--- config.mk ---
export PLATFORM = sky130hd
export DESIGN_NAME = key_scan_event_fifo
export DESIGN_NICKNAME = d
export VERILOG_FILES = /design/src/ksef_pkg.sv /design/src/ksef_queue.sv /design/src/ksef_ctrl.sv /design/src/ksef_dp.sv /design/src/key_scan_event_fifo.sv
export VERILOG_INCLUDE_DIRS = /design/src /design/src/src
export SDC_FILE = /design/constraint.sdc
export NUM_CORES = 1
export LEC_CHECK = 0
export BUFFER_PORTS_ARGS = -buffer_cell sky130_fd_sc_hd__buf_4
export CORE_MARGIN = 3
export CORE_UTILIZATION = 50
export CTS_BUF_LIST = sky130_fd_sc_hd__clkbuf_4 sky130_fd_sc_hd__clkbuf_8
export CTS_CLUSTER_DIAMETER = 40
export CTS_CLUSTER_SIZE = 25
export DETAILED_ROUTE_END_ITERATION = 7
export HOLD_SLACK_MARGIN = 0.03
export PLACE_DENSITY = 0.68
export SLEW_MARGIN = 20
export SYNTH_ARGS = -nofsm -noshare
export SYNTH_HDL_FRONTEND = slang
export SYNTH_SLANG_ARGS = --single-unit
--- constraint.sdc ---
create_clock -name clk -period 5.25 [get_ports clk]
set_input_delay 1.3125 -clock clk [delete_from_list [all_inputs] [get_ports clk]]
set_output_delay 1.3125 -clock clk [all_outputs]
set_load 0.01 [all_outputs]
--- src/key_scan_event_fifo_macros.svh ---
// Assertion helpers for the key scan event queue.
`ifndef KEY_SCAN_EVENT_FIFO_MACROS_SVH
`define KEY_SCAN_EVENT_FIFO_MACROS_SVH

`ifndef SYNTHESIS
// Same-cycle implication, sampled on clk, off while rst is high.
`define KSEF_ASSERT_NOW(label, ante, cons) \
  label: assert property (@(posedge clk) disable iff (rst) (ante) |-> (cons)) \
    else $error("key scan event queue check failed");
// Next-cycle implication, sampled on clk, off while rst is high.
`define KSEF_ASSERT_NEXT(label, ante, cons) \
  label: assert property (@(posedge clk) disable iff (rst) (ante) |=> (cons)) \
    else $error("key scan event queue check failed");
`else
`define KSEF_ASSERT_NOW(label, ante, cons)
`define KSEF_ASSERT_NEXT(label, ante, cons)
`endif

`endif

--- src/ksef_pkg.sv ---
package ksef_pkg;

  // event kinds
  localparam logic [1:0] EV_UP   = 2'd0;
  localparam logic [1:0] EV_DOWN = 2'd1;
  localparam logic [1:0] EV_HOLD = 2'd2;

  // queue occupancy codes
  localparam logic [1:0] QS_EMPTY  = 2'd0;
  localparam logic [1:0] QS_NORMAL = 2'd1;
  localparam logic [1:0] QS_FULL   = 2'd2;

  // configuration register indexes
  localparam int unsigned CFG_IDX_W = 2;
  localparam logic [CFG_IDX_W-1:0] REG_PRESS_TICKS = 2'd0;
  localparam logic [CFG_IDX_W-1:0] REG_HOLD_TICKS  = 2'd1;

  localparam logic [7:0] PRESS_TICKS_RST = 8'd2;
  localparam logic [7:0] HOLD_TICKS_RST  = 8'd100;

  // keys that have a level bit on the input
  localparam int unsigned LEVEL_W = 4;

  typedef struct packed {
    logic [1:0] key;
    logic [1:0] status;
  } ksef_event_t;

  typedef struct packed {
    logic capture;    // latch the request
    logic scan_step;  // process one key
    logic pop;        // pop one event
    logic load_out;   // load the result register
  } ksef_cmd_t;

  typedef struct packed {
    logic is_pop;
    logic last_key;
    logic out_free;
  } ksef_status_t;

endpackage

--- src/ksef_queue.sv ---
module ksef_queue #(
  parameter int unsigned DEPTH = 8
) (
  input  logic                clk,
  input  logic                rst,
  input  logic                push,
  input  ksef_pkg::ksef_event_t push_ev,
  input  logic                pop,
  output ksef_pkg::ksef_event_t rd_ev,
  output logic                rd_hit,
  output logic                empty,
  output logic                full
);

  localparam int unsigned PW = (DEPTH > 1) ? $clog2(DEPTH) : 1;

  ksef_pkg::ksef_event_t mem [DEPTH];

  logic [PW-1:0] wptr;
  logic [PW-1:0] rptr;
  logic [1:0]    q_state;
  logic [PW-1:0] wptr_next;
  logic [PW-1:0] rptr_next;
  logic          do_push;
  logic          do_pop;

  assign empty = (q_state == ksef_pkg::QS_EMPTY);
  assign full  = (q_state == ksef_pkg::QS_FULL);

  assign do_push = push && !full;
  assign do_pop  = pop && !empty;

  assign wptr_next = (wptr == PW'(DEPTH - 1)) ? '0 : wptr + 1'b1;
  assign rptr_next = (rptr == PW'(DEPTH - 1)) ? '0 : rptr + 1'b1;

  always_ff @(posedge clk) begin
    if (do_push) begin
      mem[wptr] <= push_ev;
    end
    if (do_pop) begin
      rd_ev <= mem[rptr];
    end
  end

  always_ff @(posedge clk) begin
    if (rst) begin
      wptr    <= '0;
      rptr    <= '0;
      q_state <= ksef_pkg::QS_EMPTY;
      rd_hit  <= 1'b0;
    end else begin
      if (pop) begin
        rd_hit <= do_pop;
      end
      if (do_push) begin
        wptr    <= wptr_next;
        q_state <= (wptr_next == rptr) ? ksef_pkg::QS_FULL : ksef_pkg::QS_NORMAL;
      end else if (do_pop) begin
        rptr    <= rptr_next;
        q_state <= (rptr_next == wptr) ? ksef_pkg::QS_EMPTY : ksef_pkg::QS_NORMAL;
      end
    end
  end

endmodule

--- src/ksef_ctrl.sv ---
module ksef_ctrl (
  input  logic                   clk,
  input  logic                   rst,
  input  logic                   s_tvalid,
  output logic                   s_tready,
  input  ksef_pkg::ksef_status_t stat,
  output ksef_pkg::ksef_cmd_t    cmd
);

  localparam logic [1:0] ST_IDLE = 2'd0;
  localparam logic [1:0] ST_WORK = 2'd1;
  localparam logic [1:0] ST_DONE = 2'd2;

  logic [1:0] state;
  logic [1:0] state_next;

  assign s_tready = (state == ST_IDLE);

  always_comb begin
    state_next = state;
    cmd        = '0;
    unique case (state)
      ST_IDLE: begin
        if (s_tvalid) begin
          cmd.capture = 1'b1;
          state_next  = ST_WORK;
        end
      end
      ST_WORK: begin
        if (stat.is_pop) begin
          cmd.pop    = 1'b1;
          state_next = ST_DONE;
        end else begin
          cmd.scan_step = 1'b1;
          if (stat.last_key) begin
            state_next = ST_DONE;
          end
        end
      end
      ST_DONE: begin
        // hold until the result register can take the answer
        if (stat.out_free) begin
          cmd.load_out = 1'b1;
          state_next   = ST_IDLE;
        end
      end
      default: begin
        state_next = ST_IDLE;
      end
    endcase
  end

  always_ff @(posedge clk) begin
    if (rst) begin
      state <= ST_IDLE;
    end else begin
      state <= state_next;
    end
  end

endmodule

--- src/ksef_dp.sv ---
module ksef_dp #(
  parameter int unsigned NUM_KEYS    = 4,
  parameter int unsigned QUEUE_DEPTH = 8
) (
  input  logic                             clk,
  input  logic                             rst,
  input  ksef_pkg::ksef_cmd_t              cmd,
  output ksef_pkg::ksef_status_t           stat,
  input  logic                             s_tuser,
  input  logic [7:0]                       s_tdata,
  input  logic                             cfg_we,
  input  logic [ksef_pkg::CFG_IDX_W-1:0]   cfg_index,
  input  logic [7:0]                       cfg_data,
  output logic                             m_tvalid,
  input  logic                             m_tready,
  output logic [7:0]                       m_tdata,
  output logic [1:0]                       m_tuser
);

  localparam int unsigned KW = (NUM_KEYS > 1) ? $clog2(NUM_KEYS) : 1;

  logic [7:0] press_ticks;
  logic [7:0] hold_ticks;
  logic       op_pop;
  logic [ksef_pkg::LEVEL_W-1:0] levels;
  logic [KW-1:0] idx;
  logic [7:0] cnt [NUM_KEYS];

  logic       msg_valid;
  logic [1:0] msg_key;
  logic [1:0] msg_status;
  logic       fifo_empty;
  logic       fifo_full;

  logic [4:0] idx_w;
  logic       pressed;
  logic [7:0] cnt_cur;
  logic [7:0] cnt_inc;
  logic [7:0] cnt_new;
  logic [8:0] down_mark;
  logic [8:0] hold_mark;
  logic       push_ev;
  logic [1:0] ev_status;
  logic       last_key;

  ksef_pkg::ksef_event_t q_wr_ev;
  ksef_pkg::ksef_event_t q_rd_ev;
  logic                  q_rd_hit;
  logic                  q_empty;
  logic                  q_full;

  assign last_key = (idx == KW'(NUM_KEYS - 1));

  assign stat.is_pop   = op_pop;
  assign stat.last_key = last_key;
  assign stat.out_free = !m_tvalid || m_tready;

  // keys past the level bits read as released
  assign idx_w   = 5'(idx);
  assign pressed = (idx_w < 5'(ksef_pkg::LEVEL_W)) && levels[idx_w[1:0]];

  assign cnt_cur   = cnt[idx];
  assign cnt_inc   = cnt_cur + 8'd1;
  assign down_mark = {1'b0, press_ticks} + 9'd1;
  assign hold_mark = {1'b0, hold_ticks} + 9'd1;

  always_comb begin
    cnt_new   = cnt_inc;
    push_ev   = 1'b0;
    ev_status = ksef_pkg::EV_UP;
    if (pressed) begin
      priority if (cnt_inc <= press_ticks) begin
        cnt_new = cnt_inc;
      end else if ({1'b0, cnt_inc} == down_mark) begin
        push_ev   = 1'b1;
        ev_status = ksef_pkg::EV_DOWN;
      end else if (cnt_inc <= hold_ticks) begin
        cnt_new = cnt_inc;
      end else if ({1'b0, cnt_inc} == hold_mark) begin
        push_ev   = 1'b1;
        ev_status = ksef_pkg::EV_HOLD;
        cnt_new   = down_mark[7:0];
      end else begin
        cnt_new = down_mark[7:0];
      end
    end else begin
      cnt_new = 8'd0;
      if (cnt_cur > press_ticks) begin
        push_ev   = 1'b1;
        ev_status = ksef_pkg::EV_UP;
      end
    end
  end

  assign q_wr_ev.key    = idx_w[1:0];
  assign q_wr_ev.status = ev_status;

  ksef_queue #(
    .DEPTH(QUEUE_DEPTH)
  ) u_queue (
    .clk    (clk),
    .rst    (rst),
    .push   (cmd.scan_step && push_ev),
    .push_ev(q_wr_ev),
    .pop    (cmd.pop),
    .rd_ev  (q_rd_ev),
    .rd_hit (q_rd_hit),
    .empty  (q_empty),
    .full   (q_full)
  );

  always_ff @(posedge clk) begin
    if (rst) begin
      press_ticks <= ksef_pkg::PRESS_TICKS_RST;
      hold_ticks  <= ksef_pkg::HOLD_TICKS_RST;
      op_pop      <= 1'b0;
      idx         <= '0;
      m_tvalid    <= 1'b0;
      for (int k = 0; k < NUM_KEYS; k++) begin
        cnt[k] <= 8'd0;
      end
    end else begin
      if (cfg_we) begin
        if (cfg_index == ksef_pkg::REG_PRESS_TICKS) begin
          press_ticks <= cfg_data;
        end else if (cfg_index == ksef_pkg::REG_HOLD_TICKS) begin
          hold_ticks <= cfg_data;
        end
      end
      if (cmd.capture) begin
        op_pop <= s_tuser;
        idx    <= '0;
      end else if (cmd.scan_step) begin
        cnt[idx] <= cnt_new;
        idx      <= last_key ? '0 : idx + 1'b1;
      end
      if (cmd.load_out) begin
        m_tvalid <= 1'b1;
      end else if (m_tready) begin
        m_tvalid <= 1'b0;
      end
    end
  end

  always_ff @(posedge clk) begin
    if (cmd.capture) begin
      levels <= s_tdata[ksef_pkg::LEVEL_W-1:0];
    end
    if (cmd.load_out) begin
      msg_valid  <= op_pop && q_rd_hit;
      msg_key    <= (op_pop && q_rd_hit) ? q_rd_ev.key : 2'd0;
      msg_status <= (op_pop && q_rd_hit) ? q_rd_ev.status : 2'd0;
      fifo_empty <= q_empty;
      fifo_full  <= q_full;
    end
  end

  assign m_tdata = {3'b000, fifo_full, fifo_empty, msg_key, msg_valid};
  assign m_tuser = msg_status;

endmodule

--- src/key_scan_event_fifo.sv ---
// Key scanner with press / hold / release event queue.
// Tick request: after accept, each key is scanned in turn, then the result register is loaded.
// Pop request: after accept, the queue is read, then the result register is loaded (queue memory read is registered).
// One request at a time: a new request is taken only after the last result is loaded;
// a stalled result holds the block until the output register frees up.
// Synchronous active-high reset clears counters, queue pointers and config to defaults.
`include "key_scan_event_fifo_macros.svh"

module key_scan_event_fifo #(
  parameter int unsigned NUM_KEYS    = 4,
  parameter int unsigned QUEUE_DEPTH = 8
) (
  input  logic                           clk,
  input  logic                           rst,
  input  logic                           s_tvalid,
  output logic                           s_tready,
  input  logic [7:0]                     s_tdata,   // [3:0] key_levels, [7:4] zero
  input  logic                           s_tuser,   // [0] operation
  output logic                           m_tvalid,
  input  logic                           m_tready,
  output logic [7:0]                     m_tdata,   // [0] msg_valid, [2:1] msg_key,
                                                    // [3] fifo_empty, [4] fifo_full,
                                                    // [7:5] zero
  output logic [1:0]                     m_tuser,   // [1:0] msg_status
  input  logic                           cfg_we,
  input  logic [ksef_pkg::CFG_IDX_W-1:0] cfg_index,
  input  logic [7:0]                     cfg_data
);

  ksef_pkg::ksef_cmd_t    cmd;
  ksef_pkg::ksef_status_t stat;

  ksef_ctrl u_ctrl (
    .clk     (clk),
    .rst     (rst),
    .s_tvalid(s_tvalid),
    .s_tready(s_tready),
    .stat    (stat),
    .cmd     (cmd)
  );

  ksef_dp #(
    .NUM_KEYS   (NUM_KEYS),
    .QUEUE_DEPTH(QUEUE_DEPTH)
  ) u_dp (
    .clk      (clk),
    .rst      (rst),
    .cmd      (cmd),
    .stat     (stat),
    .s_tuser  (s_tuser),
    .s_tdata  (s_tdata),
    .cfg_we   (cfg_we),
    .cfg_index(cfg_index),
    .cfg_data (cfg_data),
    .m_tvalid (m_tvalid),
    .m_tready (m_tready),
    .m_tdata  (m_tdata),
    .m_tuser  (m_tuser)
  );

  // a request keeps the block busy in the cycle after it is accepted
  `KSEF_ASSERT_NEXT(a_busy_after_accept, s_tvalid && s_tready, !s_tready)
  // the queue is never reported empty and full at once
  `KSEF_ASSERT_NOW(a_empty_full_excl, m_tvalid, !(m_tdata[3] && m_tdata[4]))
  // a returned event carries a real kind; other results carry none
  `KSEF_ASSERT_NOW(a_status_code, m_tvalid, m_tdata[0] ? (m_tuser != 2'd3) : (m_tuser == 2'd0))

endmodule
==> reports/qor.txt, run 1 <==
======================================================================================
Status                                                                    finished clean
Number of enable-type register cells in the synthesized netlist                     79
CTS Sinks                                                                          112
I/O pins                                                                            36
Average footprint of a synthesized cell                                      12.1 um^2
Hold-fix buffer count after cts                                                      0
Timing-limited maximum frequency                                               217 MHz
Final setup violation count                                                          0
Cell types with the highest counts after synthesis                        sky130_fd_sc_hd__edfxtp_1, sky130_fd_sc_hd__nor2_1, sky130_fd_sc_hd__dfxtp_1, sky130_fd_sc_hd__ha_1, sky130_fd_sc_hd__mux2i_1
Antenna Nets Post-Route                                                              0
Via count of the first global-routing pass                                       3,762
Number of standard cells in the final layout excluding fillers                     664
Library cell occupying the most area in the post-synthesis netlist        sky130_fd_sc_hd__edfxtp_1
Total number of vias                                                             3,809
Area used by multi-input combinational logic                                 2800 um^2
CTS H-tree lvls                                                                      3
Maximum capacitance violations                                                       0
Remaining routing DRC violations                                                     0
Measured slew at the worst slew-check pin                                      1.03 ns
Site Rows                                                                           39
Overall die width                                                               116 um
Number of inserted diodes                                                            0
Register clock-pin slew on the reported worst setup and hold paths             0.12 ns
Post-detailed-routing wire length                                            12,300 um
Clock Tree Buf Depth                                                                 2
Number of buffers inserted during clock tree synthesis                               9
Setup_tns                                                                         0 ns
CP cell instances                                                         mux4_2 -> ha_1 -> nor3b_1 -> o21ai_2 -> xnor2_1 -> ha_1 -> a21o_1 -> a21oi_1 -> a21oi_1 -> o221ai_1 -> a2111o_1 -> nor3b_4 -> nor4b_1
Number of filler instances in the final layout                                     987
Post-layout minimum cycle time                                                 4.61 ns
Leakage power                                                                  2.57 nW
Final hold slack                                                              0.544 ns
Hold Path Class                                                           flip-flop to flip-flop
Critical Path End Type                                                       flip-flop
Critical path arrival                                                          4.63 ns
Wire length of the first global-routing pass                                 19,800 um
Register area                                                                3030 um^2
Clock network latency to the later pin of the worst-skew pair                  0.40 ns
Crit Path Max Fanout                                                                 7
Routed vias/inst                                                                  5.74
Count of cells resized by post-cts repair                                            0
Length of the first detailed-routing pass in iterations                              4
Share of the cycle needed by the critical path after routing                     87.8%
Yosys Warn Count                                                                     0
Final hold viol count                                                                0
Kind of critical path                                                     flip-flop to flip-flop
Data required time at the worst endpoint                                       5.27 ns
HPWL reported at the end of detailed placement                                 9060 um
Crit start category                                                          flip-flop
Number of buffers and inverters on the critical path                                 0
Worst slew slack as a fraction of its limit                                      31.2%
Post-Route Skew                                                              0.0183 ns
Sequential cell area fraction in the yosys report                                50.2%
Unique masters post-synth                                                           60
Pwr dens                                                                   270 nW/um^2
Area contributors post-synth                                              sky130_fd_sc_hd__edfxtp_1, sky130_fd_sc_hd__dfxtp_1, sky130_fd_sc_hd__ha_1, sky130_fd_sc_hd__mux4_2, sky130_fd_sc_hd__nor2_1
Cell with the most instances after synthesis                              sky130_fd_sc_hd__edfxtp_1
Unrepaired setup endpoints after global routing                                     no
CP max stage delay                                                             0.81 ns
Starting Density                                                                 52.0%
Inst Count DP                                                                      648
Max stage delay cell, worst path                                          sky130_fd_sc_hd__nor4b_1
Fraction of layout cells with a size suffix above 1                              15.0%
Root Buffer Master                                                        sky130_fd_sc_hd__clkbuf_8
Floorplan Core Area                                                        11,600 um^2
Overall global routing resource usage                                            19.6%
Total gr overflow                                                                    0
Number of port buffers                                                              28
Pin count of the biggest net entering global routing                                42
Fraction of post-synthesis cell area in the top cell type by area                39.3%
Top Family by Delay on Critical Path                                      simple AND/OR/NAND/NOR gates
TritonCTS clock tree                                                             built
Post-CTS setup buffer count                                                          0
Synth-to-Final Area Change                                                       7.58%
Maximum VDD drop                                                            0.000110 V
Count of state elements after synthesis                                            112
Share of synthesized registers carrying an async set or reset                       0%
Nets@finish                                                                        572
Flip-flop cell with the highest count after synthesis                     sky130_fd_sc_hd__edfxtp_1
Die H                                                                           116 um
Initial antenna violation count                                                      0
Avg WL per Cell                                                                18.5 um
DR iter-0 viols                                                                    271
Area of the mapped netlist                                                   6040 um^2
Area of the die                                                            13,400 um^2
Count of mapped cells out of synthesis                                             499
Weighted congestion reported at the end of routability-driven placement          0.830
Count of pins over their slew limit                                                  0
======================================================================================
[logic make-up (layout without fill, tap and decap cells)]
| family | count (synthesis) | in the layout | synth area share, % |
|---|---|---|---|
| AOI/OAI and AO/OA | 51 | 51 | 5.57 |
| and+or+nand+nor | 175 | 175 | 15.4 |
| xor gates and xnor gates | 36 | 36 | 7.31 |
| muxes | 46 | 46 | 11.3 |
| buffers and inverters | 46 | 66 | 3.58 |
| other | 1 | 3 | 0.0621 |
| adders and majority gates | 32 | 32 | 6.63 |
| DFF | 112 | 112 | 50.2 |
[area by class of cell]
class                   instances  share of cell area, %
clock buffers                  10                   2.02
clock inverters                 6                  0.674
inverters                      18                   1.04
multi-input cells             343                   43.1
flip-flops and latches        112                   46.7
well taps                     143                   2.75
repair buffers                 32                   3.70
[sequential cells by signal, summed over array words and instances (netlist names), 2 cells and up, named ones only]
| name | count |
|---|---|
| u_dp.hold_ticks | 8 |
| u_dp.idx | 2 |
| u_dp.u_queue.mem | 32 |
| u_dp.u_queue.wptr | 3 |
| u_dp.cnt | 32 |
| u_dp.levels | 4 |
| u_dp.m_tuser | 2 |
| u_dp.msg_key | 2 |
| u_dp.u_queue.rd_ev | 4 |
| u_dp.press_ticks | 8 |
| u_dp.u_queue.q_state | 2 |
| u_ctrl.state | 2 |
| u_dp.u_queue.rptr | 3 |
[where the power goes]
part	internal, mW	total (mW)	switching [mW]
registers	0.967	0.984	0.0176
logic	0.131	0.291	0.160
clock network	0.180	0.482	0.302
[final timing paths]
kind                              startpoint                                to  slack [ns]  cells past startpoint
max                                flip-flop  u_dp.u_queue.mem[7][3]$_DFFE_PP_        0.64                     13
min          u_dp.hold_ticks[4]$_SDFFE_PP0P_   u_dp.hold_ticks[4]$_SDFFE_PP0P_        0.54                      2
max reg2reg                        flip-flop  u_dp.u_queue.mem[7][3]$_DFFE_PP_        0.64                     13
min reg2reg  u_dp.hold_ticks[4]$_SDFFE_PP0P_   u_dp.hold_ticks[4]$_SDFFE_PP0P_        0.54                      2
[layer usage]
metal | vias to the layer above | share of wire (%) | track usage (%)
met5 | - | 0 | 0
met4 | 0 | 1.6 | 5.96
met3 | 18 | 4.5 | 4.54
met2 | 97 | 46 | 30.3
met1 | 1854 | 48 | 27.6
li1 | 1840 | - | -
[tightest hold or removal path: stages, from the launching register on]
cell and delay, ns:
sky130_fd_sc_hd__dfxtp_1 0.37, sky130_fd_sc_hd__mux2i_1 0.08, sky130_fd_sc_hd__nor2_1 0.07
[cell usage in the layout, fill, tap and decap left out, drive strengths merged, types with 4 or more instances in the layout]
cell    instances
a21o            6
a21oi          16
and2            6
and3            9
buf            32
clkbuf         10
clkinv          4
dfxtp          33
edfxtp         79
ha             32
inv            19
mux2            7
mux2i          23
mux4           16
nand2          14
nand2b         15
nand3          10
nand4           5
nor2           75
nor2b          13
nor3            8
nor3b           4
o21a            8
o21ai           9
xnor2          20
xnor3           7
xor2            7
[through the flow]
step	cell area, um^2	setup slack, ns	total power [mW]	utilization (%)
3_3_place_gp	6320	0.675	1.29	54.4
2_1_floorplan	6050	1.22	1.22	-
4_1_cts	6500	0.597	1.77	56.0
5_1_grt	6500	0.284	1.84	56.0
3_5_place_dp	6320	0.626	1.30	54.4
6_report	6500	0.638	1.76	56.0
Note: power is estimated with default switching activity, not from simulation.
==> run 2: changes to the inputs <==
--- a/config.mk
+++ b/config.mk
@@ -6,15 +6,14 @@
 export SDC_FILE = /design/constraint.sdc
 export NUM_CORES = 1
 export LEC_CHECK = 0
-export BUFFER_PORTS_ARGS = -buffer_cell sky130_fd_sc_hd__buf_4
 export CORE_MARGIN = 3
 export CORE_UTILIZATION = 50
 export CTS_BUF_LIST = sky130_fd_sc_hd__clkbuf_4 sky130_fd_sc_hd__clkbuf_8
 export CTS_CLUSTER_DIAMETER = 40
 export CTS_CLUSTER_SIZE = 25
 export DETAILED_ROUTE_END_ITERATION = 7
+export DONT_BUFFER_PORTS = 1
 export HOLD_SLACK_MARGIN = 0.03
-export PLACE_DENSITY = 0.68
 export SLEW_MARGIN = 20
 export SYNTH_ARGS = -nofsm -noshare
 export SYNTH_HDL_FRONTEND = slang
==> reports/qor.txt, run 2 (synthesis gave the netlist of run 1 again) <==
======================================================================================
Setup_tns                                                                         0 ns   unchanged
Post-Route Skew                                                              0.0198 ns   +0.00153 ns
Number of inserted diodes                                                            0   unchanged
Length of the first detailed-routing pass in iterations                              4   unchanged
Wire length of the first global-routing pass                                 19,200 um   -2.9%
Overall global routing resource usage                                            19.3%   -0.28 points
Hold-fix buffer count after cts                                                      0   unchanged
Crit Path Max Fanout                                                                 7   unchanged
Remaining routing DRC violations                                                     0   unchanged
Share of the cycle needed by the critical path after routing                     92.1%   +4.2 points
Overall die width                                                               116 um   unchanged
Critical Path End Type                                                       flip-flop
Sw Ratio                                                                         26.5%   -0.77 points
Worst slew slack as a fraction of its limit                                      35.1%   +4.0 points
Pin count of the biggest net entering global routing                                42   unchanged
Unrepaired setup endpoints after global routing                                     no
Count of cells resized by post-cts repair                                            0   unchanged
Avg WL per Cell                                                                19.1 um   +3.2%
CTS H-tree lvls                                                                      3   unchanged
Initial antenna violation count                                                      0   unchanged
Post-CTS setup buffer count                                                          0   unchanged
Starting Density                                                                 52.0%   unchanged
CTS Sinks                                                                          112   unchanged
Inst Count DP                                                                      620   -4.3%
Crit start category                                                          flip-flop
Clock network latency to the later pin of the worst-skew pair                  0.39 ns   about the same
Cell area reported after detailed placement                                  6110 um^2   -3.3%
Most frequent standard cell in the layout excluding fill and tap cells    sky130_fd_sc_hd__edfxtp_1
Site Rows                                                                           39   unchanged
Count of pins over their slew limit                                                  0   unchanged
Nets@finish                                                                        544   -4.9%
Register clock-pin slew on the reported worst setup and hold paths             0.10 ns   -0.02 ns
DR iter-0 viols                                                                    243   -10%
Final setup violation count                                                          0   unchanged
HPWL reported at the end of detailed placement                                 8810 um   -2.7%
Maximum capacitance violations                                                       0   unchanged
Synth-to-Final Area Change                                                       4.64%
Power consumption                                                              1.80 mW   +2.1%
Via count of the first global-routing pass                                       3,537   -6.0%
Final hold viol count                                                                0   unchanged
Post-route cell area                                                         6320 um^2   -2.7%
Finished Core Util                                                               54.4%   -1.5 points
Status                                                                    finished clean
Measured slew at the worst slew-check pin                                     0.960 ns   -0.0683 ns
Clock Tree Buf Depth                                                                 2   unchanged
Kind of critical path                                                     flip-flop to flip-flop
Comb power frac                                                                  15.2%   -1.4 points
Total gr overflow                                                                    0   unchanged
Fraction of layout cells with a size suffix above 1                              10.5%   -4.4 points
Worst hold stages                                                                    2   unchanged
Die H                                                                           116 um   unchanged
Critical path arrival                                                          4.84 ns   +0.21 ns
Data required time at the worst endpoint                                       5.26 ns   about the same
Leading cell types in the layout, fill and taps excluded                  sky130_fd_sc_hd__edfxtp_1, sky130_fd_sc_hd__nor2_1, sky130_fd_sc_hd__dfxtp_1
Number of buffers inserted during clock tree synthesis                               9   unchanged
TritonCTS clock tree                                                             built
Antenna Nets Post-Route                                                              0   unchanged
Seq pwr share                                                                    54.9%   -1.1 points
Total number of vias                                                             3,606   -5.3%
Number of standard cells in the final layout excluding fillers                     636   -4.2%
I/O pins                                                                            36   unchanged
Number of port buffers                                                               0   -100%
Root Buffer Master                                                        sky130_fd_sc_hd__clkbuf_8
Leakage power                                                                  2.45 nW   -4.4%
Hold Path Class                                                           flip-flop to flip-flop
Post-layout minimum cycle time                                                 4.83 ns   +0.223 ns
Timing-limited maximum frequency                                               207 MHz   -4.6%
Clk pwr share                                                                    29.9%   +2.5 points
Weighted congestion reported at the end of routability-driven placement          0.788   -5.1%
Maximum VDD drop                                                            0.000234 V   +110%
Pwr dens                                                                   284 nW/um^2   +5.0%
Post-detailed-routing wire length                                            12,100 um   -1.2%
Area of the die                                                            13,400 um^2   unchanged
Regs by FF count                                                          u_dp.cnt (32), u_dp.u_queue.mem (32)
Routed vias/inst                                                                  5.67   -1.2%
Floorplan Core Area                                                        11,600 um^2   unchanged
Number of cells on the worst reg-to-reg path                                        13   unchanged
Internal power summed over all cells                                           1.32 mW   +3.2%
Psw                                                                           0.476 mW   -0.73%
======================================================================================
run 2: path summary, 6_finish.rpt:
kind	startpoint	slack, ns	to
max	flip-flop	0.42	u_dp.u_queue.mem[0][2]$_DFFE_PP_
min	u_dp.hold_ticks[7]$_SDFFE_PP0P_	0.54	u_dp.hold_ticks[7]$_SDFFE_PP0P_
max reg2reg	flip-flop	0.42	u_dp.u_queue.mem[0][2]$_DFFE_PP_
min reg2reg	u_dp.hold_ticks[7]$_SDFFE_PP0P_	0.54	u_dp.hold_ticks[7]$_SDFFE_PP0P_
run 2: critical path: stages, from the launching register on:
cell                       delay [ns]
sky130_fd_sc_hd__dfxtp_1         0.56
sky130_fd_sc_hd__mux4_2          0.66
sky130_fd_sc_hd__ha_1            0.30
sky130_fd_sc_hd__nor3b_1         0.17
sky130_fd_sc_hd__o21ai_2         0.28
sky130_fd_sc_hd__xnor2_1         0.19
sky130_fd_sc_hd__ha_1            0.33
sky130_fd_sc_hd__a21o_1          0.11
sky130_fd_sc_hd__a21oi_1         0.07
sky130_fd_sc_hd__a21oi_1         0.19
sky130_fd_sc_hd__o221ai_1        0.15
sky130_fd_sc_hd__a2111o_1        0.36
sky130_fd_sc_hd__nor3b_4         0.22
sky130_fd_sc_hd__nor4b_1         0.85
run 2: metrics by stage:
step | setup WS (ns) | hold slack, ns
5_1_grt | 0.139 | 0.563
3_3_place_gp | 0.449 | 0.498
2_1_floorplan | 1.22 | 0.479
3_5_place_dp | 0.405 | 0.523
4_1_cts | 0.363 | 0.546
6_report | 0.415 | 0.542
run 2: layer usage:
layer  wire (um)  track usage, %
met5           0               0
met4         173            5.72
met3         515            4.18
met2        5460            29.3
met1        5970            28.0
run 2: cell type report:
| cell class | instances | area (um^2) |
|---|---|---|
| fill | 995 | 5290 |
| sequential | 112 | 3030 |
| multi-input combinational | 343 | 2800 |
| tap | 143 | 179 |
| clock buffer | 9 | 124 |
| clock inverter | 7 | 83.8 |
| inverter | 18 | 67.6 |
| timing repair buffer | 4 | 30.0 |
run 2: power groups by stage:
stage	Sequential, mW	Combinational (mW)	Clock, mW
6_report	0.986	0.272	0.537
5_1_grt	0.989	0.302	0.589
4_1_cts	0.986	0.273	0.553
3_5_place_dp	1.01	0.270	0
3_3_place_gp	1.00	0.266	0
2_1_floorplan	0.997	0.221	0
